<file path="config.mk">
export PLATFORM = sky130hd
export DESIGN_NAME = sht_front
export DESIGN_NICKNAME = d
export VERILOG_FILES = /design/src/design/sht_pkg.sv /design/src/design/sht_front.sv
export SDC_FILE = /design/constraint.sdc
export NUM_CORES = 1
export LEC_CHECK = 0
export BUFFER_PORTS_ARGS = -buffer_cell sky130_fd_sc_hd__buf_2
export CORE_UTILIZATION = 35
export DETAILED_ROUTE_END_ITERATION = 10
export GPL_TIMING_DRIVEN = 0
export RECOVER_POWER = 100
export SLEW_MARGIN = 40
export SYNTH_ARGS = -nofsm -noshare
export SYNTH_HDL_FRONTEND = slang
export SYNTH_SLANG_ARGS = --single-unit
</file>
<file path="constraint.sdc">
create_clock -name i_clk -period 8.2 [get_ports i_clk]
set_clock_uncertainty 0.05 [all_clocks]
set_input_delay 0.41 -clock i_clk [delete_from_list [all_inputs] [get_ports i_clk]]
set_output_delay 0.41 -clock i_clk [all_outputs]
set_load 0.05 [all_outputs]
</file>
<file path="src/design/sht_pkg.sv">
// ----------------------------------------------------------------------------
// sht_pkg
// Shared types and constants for the symbol hash table core.
// ----------------------------------------------------------------------------
package sht_pkg;

    localparam int KEY_W       = 48;
    localparam int VALUE_W     = 16;
    localparam int LINK_W      = 10;
    localparam int BKT_MAX_W   = 10;
    localparam int KEY_BYTES   = KEY_W / 8;
    localparam int KEY_CHARS   = 6;
    localparam int SUM_MAX     = 255 * KEY_CHARS;
    localparam int SUM_W       = $clog2(SUM_MAX + 1);
    localparam int QUEUE_DEPTH = 2;
    localparam int QPTR_W      = $clog2(QUEUE_DEPTH);
    localparam int QCNT_W      = $clog2(QUEUE_DEPTH + 1);

    typedef enum logic {
        OP_DEFINE = 1'b0,
        OP_LOOKUP = 1'b1
    } t_op;

    typedef enum logic [1:0] {
        ST_OK        = 2'd0,
        ST_NOT_FOUND = 2'd1,
        ST_FULL      = 2'd2
    } t_status;

    typedef struct packed {
        t_op                       op;
        logic [KEY_W-1:0]          key;
        logic signed [VALUE_W-1:0] value;
    } t_in_item;

    typedef struct packed {
        logic signed [VALUE_W-1:0] result_value;
        t_status                   status;
    } t_out_item;

    typedef struct packed {
        t_op                       op;
        logic [KEY_W-1:0]          key;
        logic signed [VALUE_W-1:0] value;
        logic [BKT_MAX_W-1:0]      bucket;
    } t_cmd;

    typedef struct packed {
        logic [KEY_W-1:0]          key;
        logic signed [VALUE_W-1:0] value;
        logic [LINK_W-1:0]         next;
    } t_entry;

    typedef enum logic [1:0] {
        F_IDLE,
        F_MOD,
        F_PUSH
    } t_front_state;

    typedef enum logic [2:0] {
        S_CLEAR,
        S_IDLE,
        S_HEAD,
        S_WALK,
        S_RESULT
    } t_back_state;

endpackage

</file>
<file path="src/design/sht_front.sv">
// ----------------------------------------------------------------------------
// sht_front
// Accepts items, trims the key to its canonical form and reduces the
// character sum to a bucket number by reciprocal multiplication.
// ----------------------------------------------------------------------------
module sht_front #(
    parameter int BUCKETS = 64
) (
    input  logic              i_clk,
    input  logic              i_rst_n,
    input  logic              i_valid,
    input  sht_pkg::t_in_item i_data,
    input  logic              i_hold,
    output logic              o_stall,
    output logic              o_push,
    output sht_pkg::t_cmd     o_push_data,
    input  logic              i_full
);

    import sht_pkg::*;

    localparam int RECIP_SHIFT = 22;
    localparam int RECIP_W     = RECIP_SHIFT + 1;
    localparam int PROD_W      = SUM_W + RECIP_W;
    localparam int RECIP       = ((1 << RECIP_SHIFT) + BUCKETS - 1) / BUCKETS;

    t_front_state      r_state, n_state;
    logic [SUM_W-1:0]  r_sum, n_sum;
    logic [SUM_W-1:0]  r_quo, n_quo;
    t_cmd              r_cmd, n_cmd;

    logic [KEY_W-1:0]  w_key;
    logic [SUM_W-1:0]  w_sum;
    logic [PROD_W-1:0] w_prod;
    logic [SUM_W-1:0]  w_quo_b;
    logic [SUM_W-1:0]  w_rem;
    logic              w_accept;

    // canonical key and character sum
    always_comb begin
        logic       alive;
        logic [7:0] ch;
        alive = 1'b1;
        w_key = '0;
        w_sum = '0;
        for (int i = 0; i < KEY_BYTES; i++) begin
            ch = i_data.key[8*i +: 8];
            if (alive && (i < KEY_CHARS) && (ch != 8'd0)) begin
                w_key[8*i +: 8] = ch;
                w_sum = w_sum + SUM_W'(ch);
            end else begin
                alive = 1'b0;
            end
        end
    end

    // quotient by reciprocal multiply, exact for sums up to SUM_MAX
    assign w_prod   = PROD_W'(r_sum) * PROD_W'(RECIP);
    assign w_quo_b  = r_quo * SUM_W'(BUCKETS);
    assign w_rem    = r_sum - w_quo_b;
    assign o_stall  = (r_state != F_IDLE) || i_hold;
    assign w_accept = i_valid && !o_stall;

    always_comb begin
        o_push_data        = r_cmd;
        o_push_data.bucket = BKT_MAX_W'(w_rem);
    end

    always_ff @(posedge i_clk) begin
        if (!i_rst_n) begin
            r_state <= F_IDLE;
        end else begin
            r_state <= n_state;
        end
        r_sum <= n_sum;
        r_quo <= n_quo;
        r_cmd <= n_cmd;
    end

    always_comb begin
        n_state = r_state;
        n_sum   = r_sum;
        n_quo   = r_quo;
        n_cmd   = r_cmd;
        o_push  = 1'b0;
        unique case (r_state)
            F_IDLE: begin
                if (w_accept) begin
                    n_cmd.op     = i_data.op;
                    n_cmd.key    = w_key;
                    n_cmd.value  = i_data.value;
                    n_cmd.bucket = '0;
                    n_sum        = w_sum;
                    n_state      = F_MOD;
                end
            end
            F_MOD: begin
                n_quo   = w_prod[RECIP_SHIFT +: SUM_W];
                n_state = F_PUSH;
            end
            F_PUSH: begin
                if (!i_full) begin
                    o_push  = 1'b1;
                    n_state = F_IDLE;
                end
            end
            default: begin
                n_state = F_IDLE;
            end
        endcase
    end

endmodule

</file>
==> impl.org <==
** Run status
- Result of the run :: complete, but fails checks
- Failing checks :: capacitance limit, slew limit

** Hold path
- Type of the tightest min-delay check :: in2reg
- In this run the most critical hold path is launched from i_data[13].

** Pwr
- Of the total power, registers draw 23.7%.
- For this design the static power due to leakage is 2.631 nW.
- Internal power :: 0.001352 W
- The analysis attributes to net switching a power of 0.001002 W.
- Peak ir drop on the vdd network :: 0.1966 mV
- Switching part of the total power :: 42.55%
- The clock network is responsible for 16.0% of the overall power.
- Power per Cell Area :: 365.5 nW/µm²
- The share of total power dissipated in combinational logic is 60.3%.

** Routing
- The routed layout has 4234 vias.
- Number of design-rule violations left by the first detailed-router iteration :: 221
- WL per Instance :: 15.86 µm
- After detailed routing, the number of vias per cell comes to 5.029.
- The final layout contains routed wiring with a total length of 13350 µm.
- In this run the remaining antenna-violating nets after routing total 0.
- The first detailed-routing pass took 4 iterations.
- For this run, design rule violations remaining after detail routing come to 0.

** Floorplan
- I/O pin count :: 147
- Overall die height :: 125.9 µm
- Placement Rows :: 44
- Total die area :: 15840 µm²
- In this run the horizontal extent of the chip is 125.9 µm.
- Standard cell core area :: 14750 µm²
- Once the floorplan was initialized, standard cells occupied 36.40% of the core.

** CTS
- After clock tree synthesis, the setup repair step added 0 buffers.
- Number of gates resized after CTS :: 0
- TritonCTS built the clock tree.
- The tree is rooted in a sky130_fd_sc_hd__clkbuf_16.
- Clock tree synthesis inserted a total of 9 buffers.
- Clock Path Buffers :: 2
- After clock tree synthesis, the clock-pin slew on the worst setup and hold paths is 0.07 ns.
- Clock Sink Count :: 81
- The clock reaches the later pin of the worst-skew pair after 0.34 ns.
- Number of hold-repair buffers added at the cts stage :: 0
- The H-tree was split into 3 levels.

** Flow run
- The tool flagged a number of max-cap violations equal to 2.

** Worst setup path
- The worst register-to-register path has a setup slack of 3.76 ns.
- Worst endpoint data arrival time :: 7.04 ns
- Launch point of the worst reg-to-reg path :: r_state[1]
- Along the worst path, the maximum fanout reaches 9.
- The slowest stage of the critical path is the sky130_fd_sc_hd__nor4_1 cell.
- Crit end category :: flip-flop
- Setup CP Type :: in2reg
- The critical path starts at i_data[21].
- STA classifies the critical path startpoint as an input port.
- Cell mode on critical path :: sky130_fd_sc_hd__ha_1
- For the worst setup path, the data required time is 8.24 ns.
- For this run, the slowest stage of the critical path takes 0.42 ns.

** Yosys
- Post-Synthesis Net Count :: 615
- The synthesized netlist contains 66 unique library cells.
- Gate count after technology mapping :: 495
- The most used flip-flop cell after synthesis is sky130_fd_sc_hd__edfxtp_1.
- Mean area per synthesized cell :: 10.85 µm²
- In this run the cell area of the synthesized design comes to 5370 µm².
- For this run, asynchronously set or reset flops after synthesis account for 0%.
- Synthesis inferred 81 register bits.
- Post-synthesis sequential area ratio :: 44.92%
- Fraction of synthesized cell area taken by the top area cell type :: 44.18%
- For this run, the number of Yosys warnings is 0.
- Post-synthesis cell type with the largest combined area :: sky130_fd_sc_hd__edfxtp_1
- The most common cell in the synthesized netlist is sky130_fd_sc_hd__edfxtp_1.
- Ranked by total cell area, the synthesized netlist is headed by sky130_fd_sc_hd__edfxtp_1 (44%), sky130_fd_sc_hd__ha_1 (10%), sky130_fd_sc_hd__xnor2_1 (4.1%).
- Post-synth EDFFs :: 79
- Sorting the synthesized cells by how often they occur yields sky130_fd_sc_hd__edfxtp_1 (79), sky130_fd_sc_hd__ha_1 (44), sky130_fd_sc_hd__nor2_1 (40).

** Place
- After detailed placement, the design holds a cell count of 826.
- Routability congestion estimate from global placement :: 0.8531
- Input and output buffers added on the ports amount to 146.
- Detailed placement finished with a half-perimeter wire length of 10670 µm.

** Global routing
- Overall routing resource usage :: 17.59%
- The number of antenna violations at the first check in global routing was 0.
- Total grt overflow :: 0
- Global-route wire length before repair :: 21630 µm
- Via count of the first global-routing pass :: 4321
- Pin count of the biggest net entering global routing :: 41

** Cells and area
- Number of fill cells in the layout :: 1485
- After the last flow step, the layout net total stands at 773.
- The area growth from synthesis to layout is 19.92%.
- Storage element area :: 2412 µm²
- The count of cells in the finished layout, fillers not included, comes to 842.
- In the final layout, the multi-input gates occupy 2661 µm².
- Of the cells placed in the final design, the portion with a size suffix greater than 1 is 16.11%.
- The repair_antennas step left the layout with diodes totalling 0.

** STA
- Highest achievable clock rate :: 142.9 MHz
- Slew at the pin with the worst max-slew slack :: 2.299 ns
- Final setup vio count :: 0
- Setup repair after global routing left no endpoint under its margin.
- Hold Violations, Final :: 0
- Final period demand of the worst path :: 6.996 ns
- Worst slew margin relative to its limit :: -53.37%
- After layout, the worst path uses 85.31% of the clock period.
- The max-slew violation total from the final report is 78.
- For the final routed database, the setup TNS stands at 0 ns.
-- critical path: cells and delay by family --
| kind | cells | cell delay (ns) |
|---|---|---|
| mux | 3 | 0.68 |
| buf+inv | 3 | 0.28 |
| xor+xnor | 2 | 0.25 |
| compound gates | 13 | 2.16 |
| simple gates | 7 | 1.68 |
| fa+ha+maj | 5 | 1.55 |
-- stage by stage --
stage	hold WS, ns	utilization, %	worst slack, ns	total power, W	instance area, µm²
2_1_floorplan	0.3764	-	2.041	0.001722	5370
3_3_place_gp	0.3853	42.91	1.156	0.001946	6331
3_5_place_dp	0.3855	43.06	1.091	0.001997	6354
4_1_cts	0.1677	44.89	1.413	0.002387	6624
5_1_grt	0.1691	43.65	0.5170	0.002551	6440
6_report	0.1842	43.65	1.204	0.002354	6440
-- logic make-up after synthesis --
kind of cell    share of synthesized area (%)
compound gates                          13.65
fa+ha+maj                               12.70
xor+xnor                                5.056
mux                                     3.262
flops                                   44.92
simple gates                            15.82
buf+inv                                 4.590
-- metal layers --
layer | share of wire [%] | vias up | GRT usage [%]
li1 | - | 2106 | -
met1 | 49 | 1981 | 23.89
met2 | 44 | 127 | 27.29
met3 | 5.2 | 20 | 3.314
met4 | 2.4 | 0 | 7.938
met5 | 0 | - | 0
-- cells in the final DEF, fill, tap and decap left out, types with 9 or more instances in the layout --
cell type / instances
sky130_fd_sc_hd__ha_1: 44
sky130_fd_sc_hd__xnor2_1: 25
sky130_fd_sc_hd__a21o_1: 12
sky130_fd_sc_hd__a21oi_1: 27
sky130_fd_sc_hd__clkbuf_16: 9
sky130_fd_sc_hd__nand2_1: 27
sky130_fd_sc_hd__and3_1: 20
sky130_fd_sc_hd__o21ai_0: 22
sky130_fd_sc_hd__o21a_1: 11
sky130_fd_sc_hd__nor4_1: 10
sky130_fd_sc_hd__inv_1: 29
sky130_fd_sc_hd__and2_0: 17
sky130_fd_sc_hd__edfxtp_1: 79
sky130_fd_sc_hd__nor2_1: 40
sky130_fd_sc_hd__clkbuf_1: 107
sky130_fd_sc_hd__buf_2: 62
-- power groups by stage --
stage / logic [W] / registers (W) / clock network, W
after floorplan: 0.00111 / 0.000613 / 0
after global placement: 0.00138 / 0.000565 / 0
after detailed placement: 0.00143 / 0.000565 / 0
after CTS: 0.00144 / 0.000557 / 0.000391
after global routing: 0.00158 / 0.000563 / 0.000403
final: 0.00142 / 0.000558 / 0.000377
-- flip-flops by register name, summed over array words and instances (netlist names) --
name / cells
o_push_data: 65
r_quo: 4
r_state: 2
r_sum: 10
-- path summary, 6_finish.rpt --
path / endpoint / cells past startpoint
max reg2reg: o_push_data[32] / 3
max: r_sum[9] / 33
min reg2reg: r_quo[0] / 0
min: o_push_data[23] / 1
-- area by class of cell --
| type | count | share of cell area [%] |
|---|---|---|
| multi-input cells | 357 | 41.32 |
| flip-flops and latches | 81 | 37.46 |
| repair buffers | 147 | 9.753 |
| well taps | 184 | 3.575 |
| clock buffers | 10 | 3.555 |
| plain buffers | 27 | 1.943 |
| inverters | 30 | 1.749 |
| clock inverters | 6 | 0.6411 |
No activity file was read; power rests on OpenSTA's default activity.
