File: src/design/sht_pkg.sv
// ----------------------------------------------------------------------------
// sht_pkg
// Shared types and constants for the symbol hash table core.
// ----------------------------------------------------------------------------
package sht_pkg;

    localparam int KEY_W       = 48;
    localparam int VALUE_W     = 16;
    localparam int LINK_W      = 10;
    localparam int BKT_MAX_W   = 10;
    localparam int KEY_BYTES   = KEY_W / 8;
    localparam int KEY_CHARS   = 6;
    localparam int SUM_MAX     = 255 * KEY_CHARS;
    localparam int SUM_W       = $clog2(SUM_MAX + 1);
    localparam int QUEUE_DEPTH = 2;
    localparam int QPTR_W      = $clog2(QUEUE_DEPTH);
    localparam int QCNT_W      = $clog2(QUEUE_DEPTH + 1);

    typedef enum logic {
        OP_DEFINE = 1'b0,
        OP_LOOKUP = 1'b1
    } t_op;

    typedef enum logic [1:0] {
        ST_OK        = 2'd0,
        ST_NOT_FOUND = 2'd1,
        ST_FULL      = 2'd2
    } t_status;

    typedef struct packed {
        t_op                       op;
        logic [KEY_W-1:0]          key;
        logic signed [VALUE_W-1:0] value;
    } t_in_item;

    typedef struct packed {
        logic signed [VALUE_W-1:0] result_value;
        t_status                   status;
    } t_out_item;

    typedef struct packed {
        t_op                       op;
        logic [KEY_W-1:0]          key;
        logic signed [VALUE_W-1:0] value;
        logic [BKT_MAX_W-1:0]      bucket;
    } t_cmd;

    typedef struct packed {
        logic [KEY_W-1:0]          key;
        logic signed [VALUE_W-1:0] value;
        logic [LINK_W-1:0]         next;
    } t_entry;

    typedef enum logic [1:0] {
        F_IDLE,
        F_MOD,
        F_PUSH
    } t_front_state;

    typedef enum logic [2:0] {
        S_CLEAR,
        S_IDLE,
        S_HEAD,
        S_WALK,
        S_RESULT
    } t_back_state;

endpackage

File: src/design/sht_queue.sv
// ----------------------------------------------------------------------------
// sht_queue
// Short command queue between the front and the back.
// ----------------------------------------------------------------------------
module sht_queue (
    input  logic          i_clk,
    input  logic          i_rst_n,
    input  logic          i_push,
    input  sht_pkg::t_cmd i_data,
    output logic          o_full,
    input  logic          i_pop,
    output sht_pkg::t_cmd o_data,
    output logic          o_empty
);

    import sht_pkg::*;

    t_cmd              r_mem [QUEUE_DEPTH];
    logic [QPTR_W-1:0] r_wr_ptr, r_rd_ptr;
    logic [QCNT_W-1:0] r_count;

    logic w_push, w_pop;

    assign o_full  = (r_count == QCNT_W'(QUEUE_DEPTH));
    assign o_empty = (r_count == '0);
    assign w_push  = i_push && !o_full;
    assign w_pop   = i_pop && !o_empty;
    assign o_data  = r_mem[r_rd_ptr];

    always_ff @(posedge i_clk) begin
        if (!i_rst_n) begin
            r_wr_ptr <= '0;
            r_rd_ptr <= '0;
            r_count  <= '0;
        end else begin
            if (w_push) begin
                r_wr_ptr <= r_wr_ptr + QPTR_W'(1);
            end
            if (w_pop) begin
                r_rd_ptr <= r_rd_ptr + QPTR_W'(1);
            end
            if (w_push && !w_pop) begin
                r_count <= r_count + QCNT_W'(1);
            end else if (w_pop && !w_push) begin
                r_count <= r_count - QCNT_W'(1);
            end
        end
        if (w_push) begin
            r_mem[r_wr_ptr] <= i_data;
        end
    end

endmodule

File: config.mk
export PLATFORM = sky130hd
export DESIGN_NAME = sht_queue
export DESIGN_NICKNAME = d
export VERILOG_FILES = /design/src/design/sht_pkg.sv /design/src/design/sht_queue.sv
export SDC_FILE = /design/constraint.sdc
export NUM_CORES = 1
export LEC_CHECK = 0
export ABC_AREA = 1
export ABC_CLOCK_PERIOD_IN_PS = 6400
export BUFFER_PORTS_ARGS = -buffer_cell sky130_fd_sc_hd__buf_2
export CAP_MARGIN = 5
export CORE_UTILIZATION = 50
export DETAILED_ROUTE_END_ITERATION = 16
export GPL_TIMING_DRIVEN = 0
export PLACE_DENSITY = 0.76
export SKIP_CTS_REPAIR_TIMING = 1
export SLEW_MARGIN = 20
export SYNTH_ARGS = -nofsm -noshare
export SYNTH_HDL_FRONTEND = slang
export SYNTH_SLANG_ARGS = --single-unit
export TNS_END_PERCENT = 50
File: constraint.sdc
create_clock -name i_clk -period 6.4 [get_ports i_clk]
set_clock_uncertainty 0.15 [all_clocks]
set_input_delay 0.96 -clock i_clk [delete_from_list [all_inputs] [get_ports i_clk]]
set_output_delay 0.96 -clock i_clk [all_outputs]
set_load 0.1 [all_outputs]
==> out/results.ini, run 1 <==
[global_route]
antenna_found_initial = 0
grt.total_usage_pct = 16.5
first_global_vias = 2939
grt_start_max_net_pins = 26
grt_overflow = 0
grt_pass1_wl_mm = 14.3

[final_layout]
fin_nets = 531
area_growth_pct = 28.6
layout-drive-gt1-share_pct = 59.1
multi_input_area_sq_um = 1150
fillers = 806
diodes = 0
ff_latch_area_sq_um = 4600
utilization_pct = 65.9

[sta]
rsz0062_at_grt = no
slew_viol_final = 0
min_period_ns = 2.90
hold_viol = 0
slew_headroom_pct = 60.7
layout_setup_ws_ns = 3.50
tightest_slew_ns = 0.588
setup_viol = 0
fin_crit_sh_pct = 45.3
max_freq_ghz = 0.345

[route]
wire_per_inst_microns = 16.2
drtPass1Iterations = 4
vias_per_cell = 4.94
route.detailed.drc = 0
wl_mm = 9.83
vias = 2996
ant_nets = 0
drtIter0Drc = 96

[synth]
synth_fa_ha_area_share_pct = 0.214
ys_ff_latch = 155
ys_types = 15
synth_compound_area_share_pct = 0.342
synth_top_family_by_area = multiplexers
synth_area_sq_um = 5860
syn_inst = 271
syn_nets = 351
synthMuxAreaShare_pct = 17.6
synth-xor-area-share_pct = 0
yosys.area_share.simple_pct = 1.28
ys_seq_area_share_pct = 78.6
syn_area_per_cell_sq_um = 21.6
yosys_warnings = 0

[worst_setup_path]
end_kind = output pin
cp_max_fo = 10
cp.arrival_ns = 1.79
startpoint_type = flop
cp.required_ns = 5.29
setup.worst_path.class = reg -> out

[clock_network]
cts_root_buf = clkbuf_16
clockBufferDepth = 2
cts_buffers = 17
cts.sinks = 155
clkTransAtPathRegs_ns = 0.06
htree_num_levels = 4
tritoncts = yes
clk_latency_ns = 0.40

[min_path]
min-delay-path-class = reg -> reg

[floorplan]
pin_count = 156
coreArea_sq_um = 11400
num_rows = 39
fp.dieW_microns = 110
start_util_pct = 51.3
die-area_sq_um = 12100
die_h_microns = 110

[job]
cap_violations = 0

[place]
dp_hpwl_mm = 6.84
port_buffers = 155
place_congestion = 0.696
dpl_worst_slack_ns = 3.90

[pwr]
powerDensity_nw_per_um2 = 523
peakVddDrop_uv = 439
p_leak_nw = 2.97

[run_status]
outcome = complete, no violations

[power breakdown]
group	switching, mW	leakage (nW)	internal, mW	total [mW]
registers	0.0379	1.44	1.28	1.32
clock network	0.380	0.261	0.536	0.916
logic	1.33	1.27	0.374	1.70
total	1.75	2.97	2.19	3.94
[cells in the mapped netlist]
cell / count / share of area [%]
dfxtp_1: 5 / 1.7
mux2_2: 25 / 4.8
mux2_4: 50 / 13
edfxtp_1: 150 / 77
buf_2: 2 / 0.17
o21ai_0: 2 / 0.17
ha_1: 1 / 0.21
buf_6: 6 / 1.2
a21oi_1: 1 / 0.085
nor2_1: 11 / 0.71
nand3_1: 1 / 0.085
inv_1: 9 / 0.58
o21ai_1: 1 / 0.085
nand2_1: 6 / 0.38
nand4_1: 1 / 0.11
[area by class of cell]
class                   instances  area share, %
well taps                     143           2.38
clock inverters                14           1.65
repair buffers                161           12.3
clock buffers                  18           5.70
plain buffers                   8           1.03
flip-flops and latches        155           61.2
multi-input cells              99           15.3
inverters                       9          0.449
[state kept, by name, indices dropped and copies added (netlist names), named ones only]
register	count
r_rd_ptr	1
r_mem	150
r_wr_ptr	1
r_count	2
[cells by family after synthesis]
family                     after synthesis
AOI/OAI and AO/OA                        4
adders and majority gates                1
buffers and inverters                   17
DFF                                    155
muxes                                   75
and+or+nand+nor                         19
[stage by stage]
step	hold WS (ns)	total power, mW	std cells	setup TNS, ns	instance area, sq um
floorplan	0.317	2.80	271	0	5860
global placement	0.332	3.02	569	-50.53	6810
finish	0.358	3.94	607	0	7530
detailed placement	0.351	3.06	575	0	6980
global route	0.398	4.08	607	0	7530
CTS	0.365	3.97	607	0	7530
[final timing paths]
kind         startpoint           end  slack, ns  cells past startpoint
min            r_rd_ptr      r_rd_ptr       0.36                      2
max                flop    o_data[11]       3.50                      4
min reg2reg    r_rd_ptr      r_rd_ptr       0.36                      2
max reg2reg  r_count[0]  r_mem[1][46]       4.53                      3
[layout by cell type (no fill, tap or decap), types with 5 or more instances in the layout]
cell | Yosys | routed
nor2_1 | 11 | 9
mux2_4 | 50 | 50
nand2_1 | 6 | 6
edfxtp_1 | 150 | 150
buf_2 | 2 | 157
inv_1 | 9 | 9
buf_6 | 6 | 6
dfxtp_1 | 5 | 5
clkbuf_16 | 0 | 17
mux2_2 | 25 | 25
[per-layer routing]
metal | routed length, microns | global-route usage (%)
met2 | 4860 | 27.9
met4 | 91 | 5.92
met5 | 0 | 0
met1 | 4090 | 19.3
met3 | 783 | 6.11
[critical path: stages, from the launching register on]
cell     delay, ns
dfxtp_1       0.35
buf_6         0.20
buf_6         0.21
mux2_4        0.32
buf_2         0.29
Note: power is estimated with default switching activity, not from simulation.
==> inputs of run 2 (changes only) <==
--- a/config.mk
+++ b/config.mk
@@ -6,7 +6,7 @@
 export NUM_CORES = 1
 export LEC_CHECK = 0
 export ABC_AREA = 1
-export ABC_CLOCK_PERIOD_IN_PS = 6400
+export ABC_CLOCK_PERIOD_IN_PS = 3000
 export BUFFER_PORTS_ARGS = -buffer_cell sky130_fd_sc_hd__buf_2
 export CAP_MARGIN = 5
 export CORE_UTILIZATION = 50
==> constraint.sdc (replaced) <==
create_clock -name i_clk -period 3 [get_ports i_clk]
set_clock_uncertainty 0.15 [all_clocks]
set_input_delay 0.45 -clock i_clk [delete_from_list [all_inputs] [get_ports i_clk]]
set_output_delay 0.45 -clock i_clk [all_outputs]
set_load 0.1 [all_outputs]
==> out/results.ini, run 2 (synthesized netlist as in run 1, its figures left out) <==
[worst_setup_path]
cp.arrival_ns = 1.75
cp_max_fo = 10
end_kind = output pin
r2r_setup_slack_ns = 0.99
cp_common_cell = buf_6
r2r_end = r_mem[1][24]
startpoint_type = flop
path_cells = buf_6 > buf_6 > mux2_4 > buf_2
r2r_start = r_count[0]
cp_slowest_cell = dfxtp_1
setup.worst_path.class = reg -> out
critical-path-max-stage-delay_ns = 0.36
cp.required_ns = 2.40
reg2regPathDepth = 3

[floorplan]
coreArea_sq_um = 11400
die-area_sq_um = 12100
pin_count = 156
fp.dieW_microns = 110
die_h_microns = 110
start_util_pct = 51.3
num_rows = 39

[sta]
setup_viol = 0
hold_viol = 0
min_period_ns = 2.35
rsz0062_at_grt = no
fin_crit_sh_pct = 78.5
slew_viol_final = 0
max_freq_ghz = 0.425
layout_setup_ws_ns = 0.646
slew_headroom_pct = 48.4
hold_ws_ns = 0.0778
tightest_slew_ns = 0.773

[route]
wl_met1_mm = 3.91
met2_length_mm = 4.96
route.detailed.drc = 0
wl_mm = 9.71
drtPass1Iterations = 6
wire_per_inst_microns = 16.1
ant_nets = 0
met3_length_microns = 735
vias_per_cell = 4.93
vias = 2976
drtIter0Drc = 123
top_layer = met4

[clock_network]
cts.sinks = 155
tritoncts = yes
cts_root_buf = clkbuf_16
clk_latency_ns = 0.41
clkTransAtPathRegs_ns = 0.06
htree_num_levels = 4
cts_buffers = 17
clockBufferDepth = 2

[final_layout]
largest_reg_flops = 150
ff_latch_area_sq_um = 4600
layout-drive-gt1-share_pct = 58.8
multi_input_area_sq_um = 1150
fin_nets = 529
mostFrequentLayoutCell = buf_2
fillers = 795
diodes = 0
reg.largest.list = r_mem: 150 flops, r_count: 2 flops
layout_common_cells = buf_2 (157), edfxtp_1 (150), mux2_4 (50)
regMostFlops = r_mem
area_growth_pct = 28.3

[run_status]
outcome = complete, no violations

[place]
dpl_worst_slack_ns = 0.852
dp_hpwl_mm = 6.67
place_congestion = 0.679
port_buffers = 155

[min_path]
hp-start = i_data[72]
min-delay-path-class = in -> reg
whs_path_depth = 1
hold_end = r_mem[1][72]

[global_route]
first_global_vias = 3025
grt_overflow = 0
antenna_found_initial = 0
grt_start_max_net_pins = 28
grt_pass1_wl_mm = 14.3
grt.total_usage_pct = 16.4

[job]
cap_violations = 0

[pwr]
p_leak_nw = 2.96
powerDensity_nw_per_um2 = 1140
peakVddDrop_uv = 865

[run 2: cell types whose count changed in the layout (fill, tap and decap cells not counted), sizes merged]
cell,delta
bufinv,+3
clkbuf,+2
buf,-2
clkinv,-6
[run 2: worst max-delay path by stage]
stage,startpoint,end,slack [ns],depth (start not counted)
4_1_cts,flop,o_data[37],0.61,4
6_report,flop,o_data[37],0.65,4
3_3_place_gp,i_push,r_mem[0][31],-1.19,3
2_1_floorplan,i_push,r_mem[0][0],-0.10,2
5_1_grt,flop,o_data[50],0.56,4
3_5_place_dp,i_push,r_mem[1][31],0.85,4
[run 2: cell type report]
cell class | count | share of cell area (%)
clock inverter | 11 | 2.25
inverter | 9 | 0.450
clock buffer | 20 | 5.81
sequential | 155 | 61.3
multi-input combinational | 99 | 15.4
tap | 143 | 2.38
timing repair buffer | 159 | 11.4
buffer | 8 | 1.03
[run 2: layer usage]
metal,vias to the layer above,track usage [%]
li1,1405,-
met1,1439,18.3
met2,120,27.9
met3,12,6.17
met4,0,7.05
met5,-,0
[run 2: power by group]
part	switching [mW]	internal (mW)
clock	0.786	1.39
sequential	0.0812	2.74
combinational	2.83	0.759
total	3.69	4.88
[run 2: worst max-delay path, delay by kind of cell (launching register included)]
kind | cells | cell delay [ns]
buffers and inverters | 3 | 0.67
flip-flops | 1 | 0.36
multiplexers | 1 | 0.32
[run 2: per-stage QoR]
step / cells / total power, mW / instance area, sq um / TNS [ns] / util (%)
floorplan: 271 / 5.96 / 5860 / -15.56 / -
global placement: 569 / 6.39 / 6820 / -178.40 / 59.7
detailed placement: 573 / 6.47 / 6910 / 0 / 60.5
CTS: 604 / 8.65 / 7510 / 0 / 65.8
global route: 604 / 8.86 / 7510 / 0 / 65.8
finish: 604 / 8.58 / 7510 / 0 / 65.8
==> inputs of run 3 (changes only) <==
--- a/config.mk
+++ b/config.mk
@@ -6,13 +6,13 @@
 export NUM_CORES = 1
 export LEC_CHECK = 0
 export ABC_AREA = 1
-export ABC_CLOCK_PERIOD_IN_PS = 3000
+export ABC_CLOCK_PERIOD_IN_PS = 1970
 export BUFFER_PORTS_ARGS = -buffer_cell sky130_fd_sc_hd__buf_2
 export CAP_MARGIN = 5
-export CORE_UTILIZATION = 50
+export CORE_UTILIZATION = 47
 export DETAILED_ROUTE_END_ITERATION = 16
 export GPL_TIMING_DRIVEN = 0
-export PLACE_DENSITY = 0.76
+export PLACE_DENSITY = 0.75
 export SKIP_CTS_REPAIR_TIMING = 1
 export SLEW_MARGIN = 20
 export SYNTH_ARGS = -nofsm -noshare
==> constraint.sdc (replaced) <==
create_clock -name i_clk -period 1.97 [get_ports i_clk]
set_clock_uncertainty 0.15 [all_clocks]
set_input_delay 0.2955 -clock i_clk [delete_from_list [all_inputs] [get_ports i_clk]]
set_output_delay 0.2955 -clock i_clk [all_outputs]
set_load 0.1 [all_outputs]
==> out/results.ini, run 3 (synthesized netlist as in run 1, its figures left out) <==
[run_status]
outcome = finished, violations left
failed_checks = setup timing

[global_route]
busiest_layer = met2
grt.met2_usage_pct = 28.1
grt_util_met3_pct = 6.22
antenna_found_initial = 0
grt.total_usage_pct = 16.7
grt_start_max_net_pins = 26
first_global_vias = 3229
grt_overflow = 0
use_met1_pct = 18.9
grt_pass1_wl_mm = 15.9

[final_layout]
area_growth_pct = 59.6
fin_nets = 607
largest_reg_flops = 150
reg.largest.list = r_mem: 150 flops, r_count: 2 flops
fillers = 653
regMostFlops = r_mem
multi_input_area_sq_um = 1170
layout-drive-gt1-share_pct = 52.2
ff_latch_area_sq_um = 4610
utilization_pct = 77.5
stdcell_count = 708
diodes = 0
mostFrequentLayoutCell = edfxtp_1
layout_common_cells = edfxtp_1 (150), buf_2 (80), dlygate4sd3_1 (75)

[sta]
fin_crit_sh_pct = 104
hold_ws_ns = 0.0163
hold_viol = 0
tightest_slew_ns = 0.567
layout_setup_ws_ns = -0.0735
slew_headroom_pct = 62.1
slew_viol_final = 0
setup_viol = 70
min_period_ns = 2.04
max_freq_ghz = 0.489
rsz0062_at_grt = yes

[clock_network]
clk_latency_ns = 0.41
clockBufferDepth = 2
cts.sinks = 155
cts_root_buf = clkbuf_16
htree_num_levels = 4
clkTransAtPathRegs_ns = 0.06
tritoncts = yes
cts_buffers = 17

[place]
port_buffers = 155
dpl_worst_slack_ns = 0.0861
dp_hpwl_mm = 6.88
dp.cells = 600
place_congestion = 0.659

[floorplan]
coreArea_sq_um = 12100
start_util_pct = 48.5
pin_count = 156
die-area_sq_um = 12900
fp.dieW_microns = 114
num_rows = 40
die_h_microns = 114

[route]
ant_nets = 0
wire_per_inst_microns = 17.7
wl_mm = 12.5
route.detailed.drc = 0
drtPass1Iterations = 5
drtIter0Drc = 188
vias_per_cell = 4.76
vias = 3370

[pwr]
pwr-share-clk_pct = 24.1
p_sw_share_pct = 40.1
p_leak_nw = 3.65
powerDensity_nw_per_um2 = 1610
seqPwrFrac_pct = 28.9
peakVddDrop_uv = 1090
p_total_mw = 15.0
intPower_mw = 8.99
power_frac_comb_pct = 47.0
netSwitchingPower_mw = 6.01

[worst_setup_path]
r2r_start = r_count[1]
end_kind = output pin
setup.worst_path.class = reg -> out
cp_max_fo = 10
r2r_setup_slack_ns = 0.10
cp.required_ns = 1.52
startpoint_type = flop
cp.arrival_ns = 1.60

[min_path]
min-delay-path-class = in -> reg
hp-start = i_rst_n

[job]
cap_violations = 0

-- run 3: changes by cell type in the layout (fill, tap and decap cells not counted), sizes merged --
cell,delta
clkinv,+1
clkbuf,+1
inv,-2
buf,+2
dlygate4sd3,+75
bufinv,+2
-- run 3: final cells by class --
type	instances	share of cell area, %
plain buffers	8	1.45
clock buffers	20	4.67
clock inverters	12	2.36
inverters	9	0.362
multi-input cells	99	12.5
flip-flops and latches	155	49.4
well taps	168	2.25
repair buffers	237	27.0
-- run 3: power by group through the flow --
stage,Clock (mW),Sequential [mW],Combinational (mW)
after global placement,0,4.37,5.40
after CTS,3.66,4.31,5.60
after floorplan,0,4.35,4.75
after global routing,3.81,4.37,7.25
after detailed placement,0,4.38,5.59
final,3.62,4.33,7.05
-- run 3: final timing paths --
| check | end | depth (start not counted) |
|---|---|---|
| worst max-delay path | o_data[42] | 4 |
| worst min register to register | flop | 2 |
| worst max register to register | r_mem[0][19] | 5 |
| worst min-delay path | r_wr_ptr | 3 |
-- run 3: metrics by stage --
step                TNS (ns)  instance area (sq um)
detailed placement         0                   7020
global route           -7.94                   9340
CTS                   -19.47                   7670
finish                 -3.81                   9340
global placement     -121.13                   6870
floorplan             -27.90                   5890
-- run 3: per-layer routing --
layer  wire length (microns)  part of all wire (%)  up-vias
met5                       0                     0        -
met4                     221                   1.8        0
met3                     725                   5.8       16
met2                    6640                    53      129
met1                    4950                    39     1659
li1                        -                     -     1566
-- run 3: worst max-delay path: stages, from the launching register on --
cell and delay, ns:
dfxtp_4 0.38, buf_12 0.15, buf_12 0.15, mux2_4 0.33, buf_12 0.17
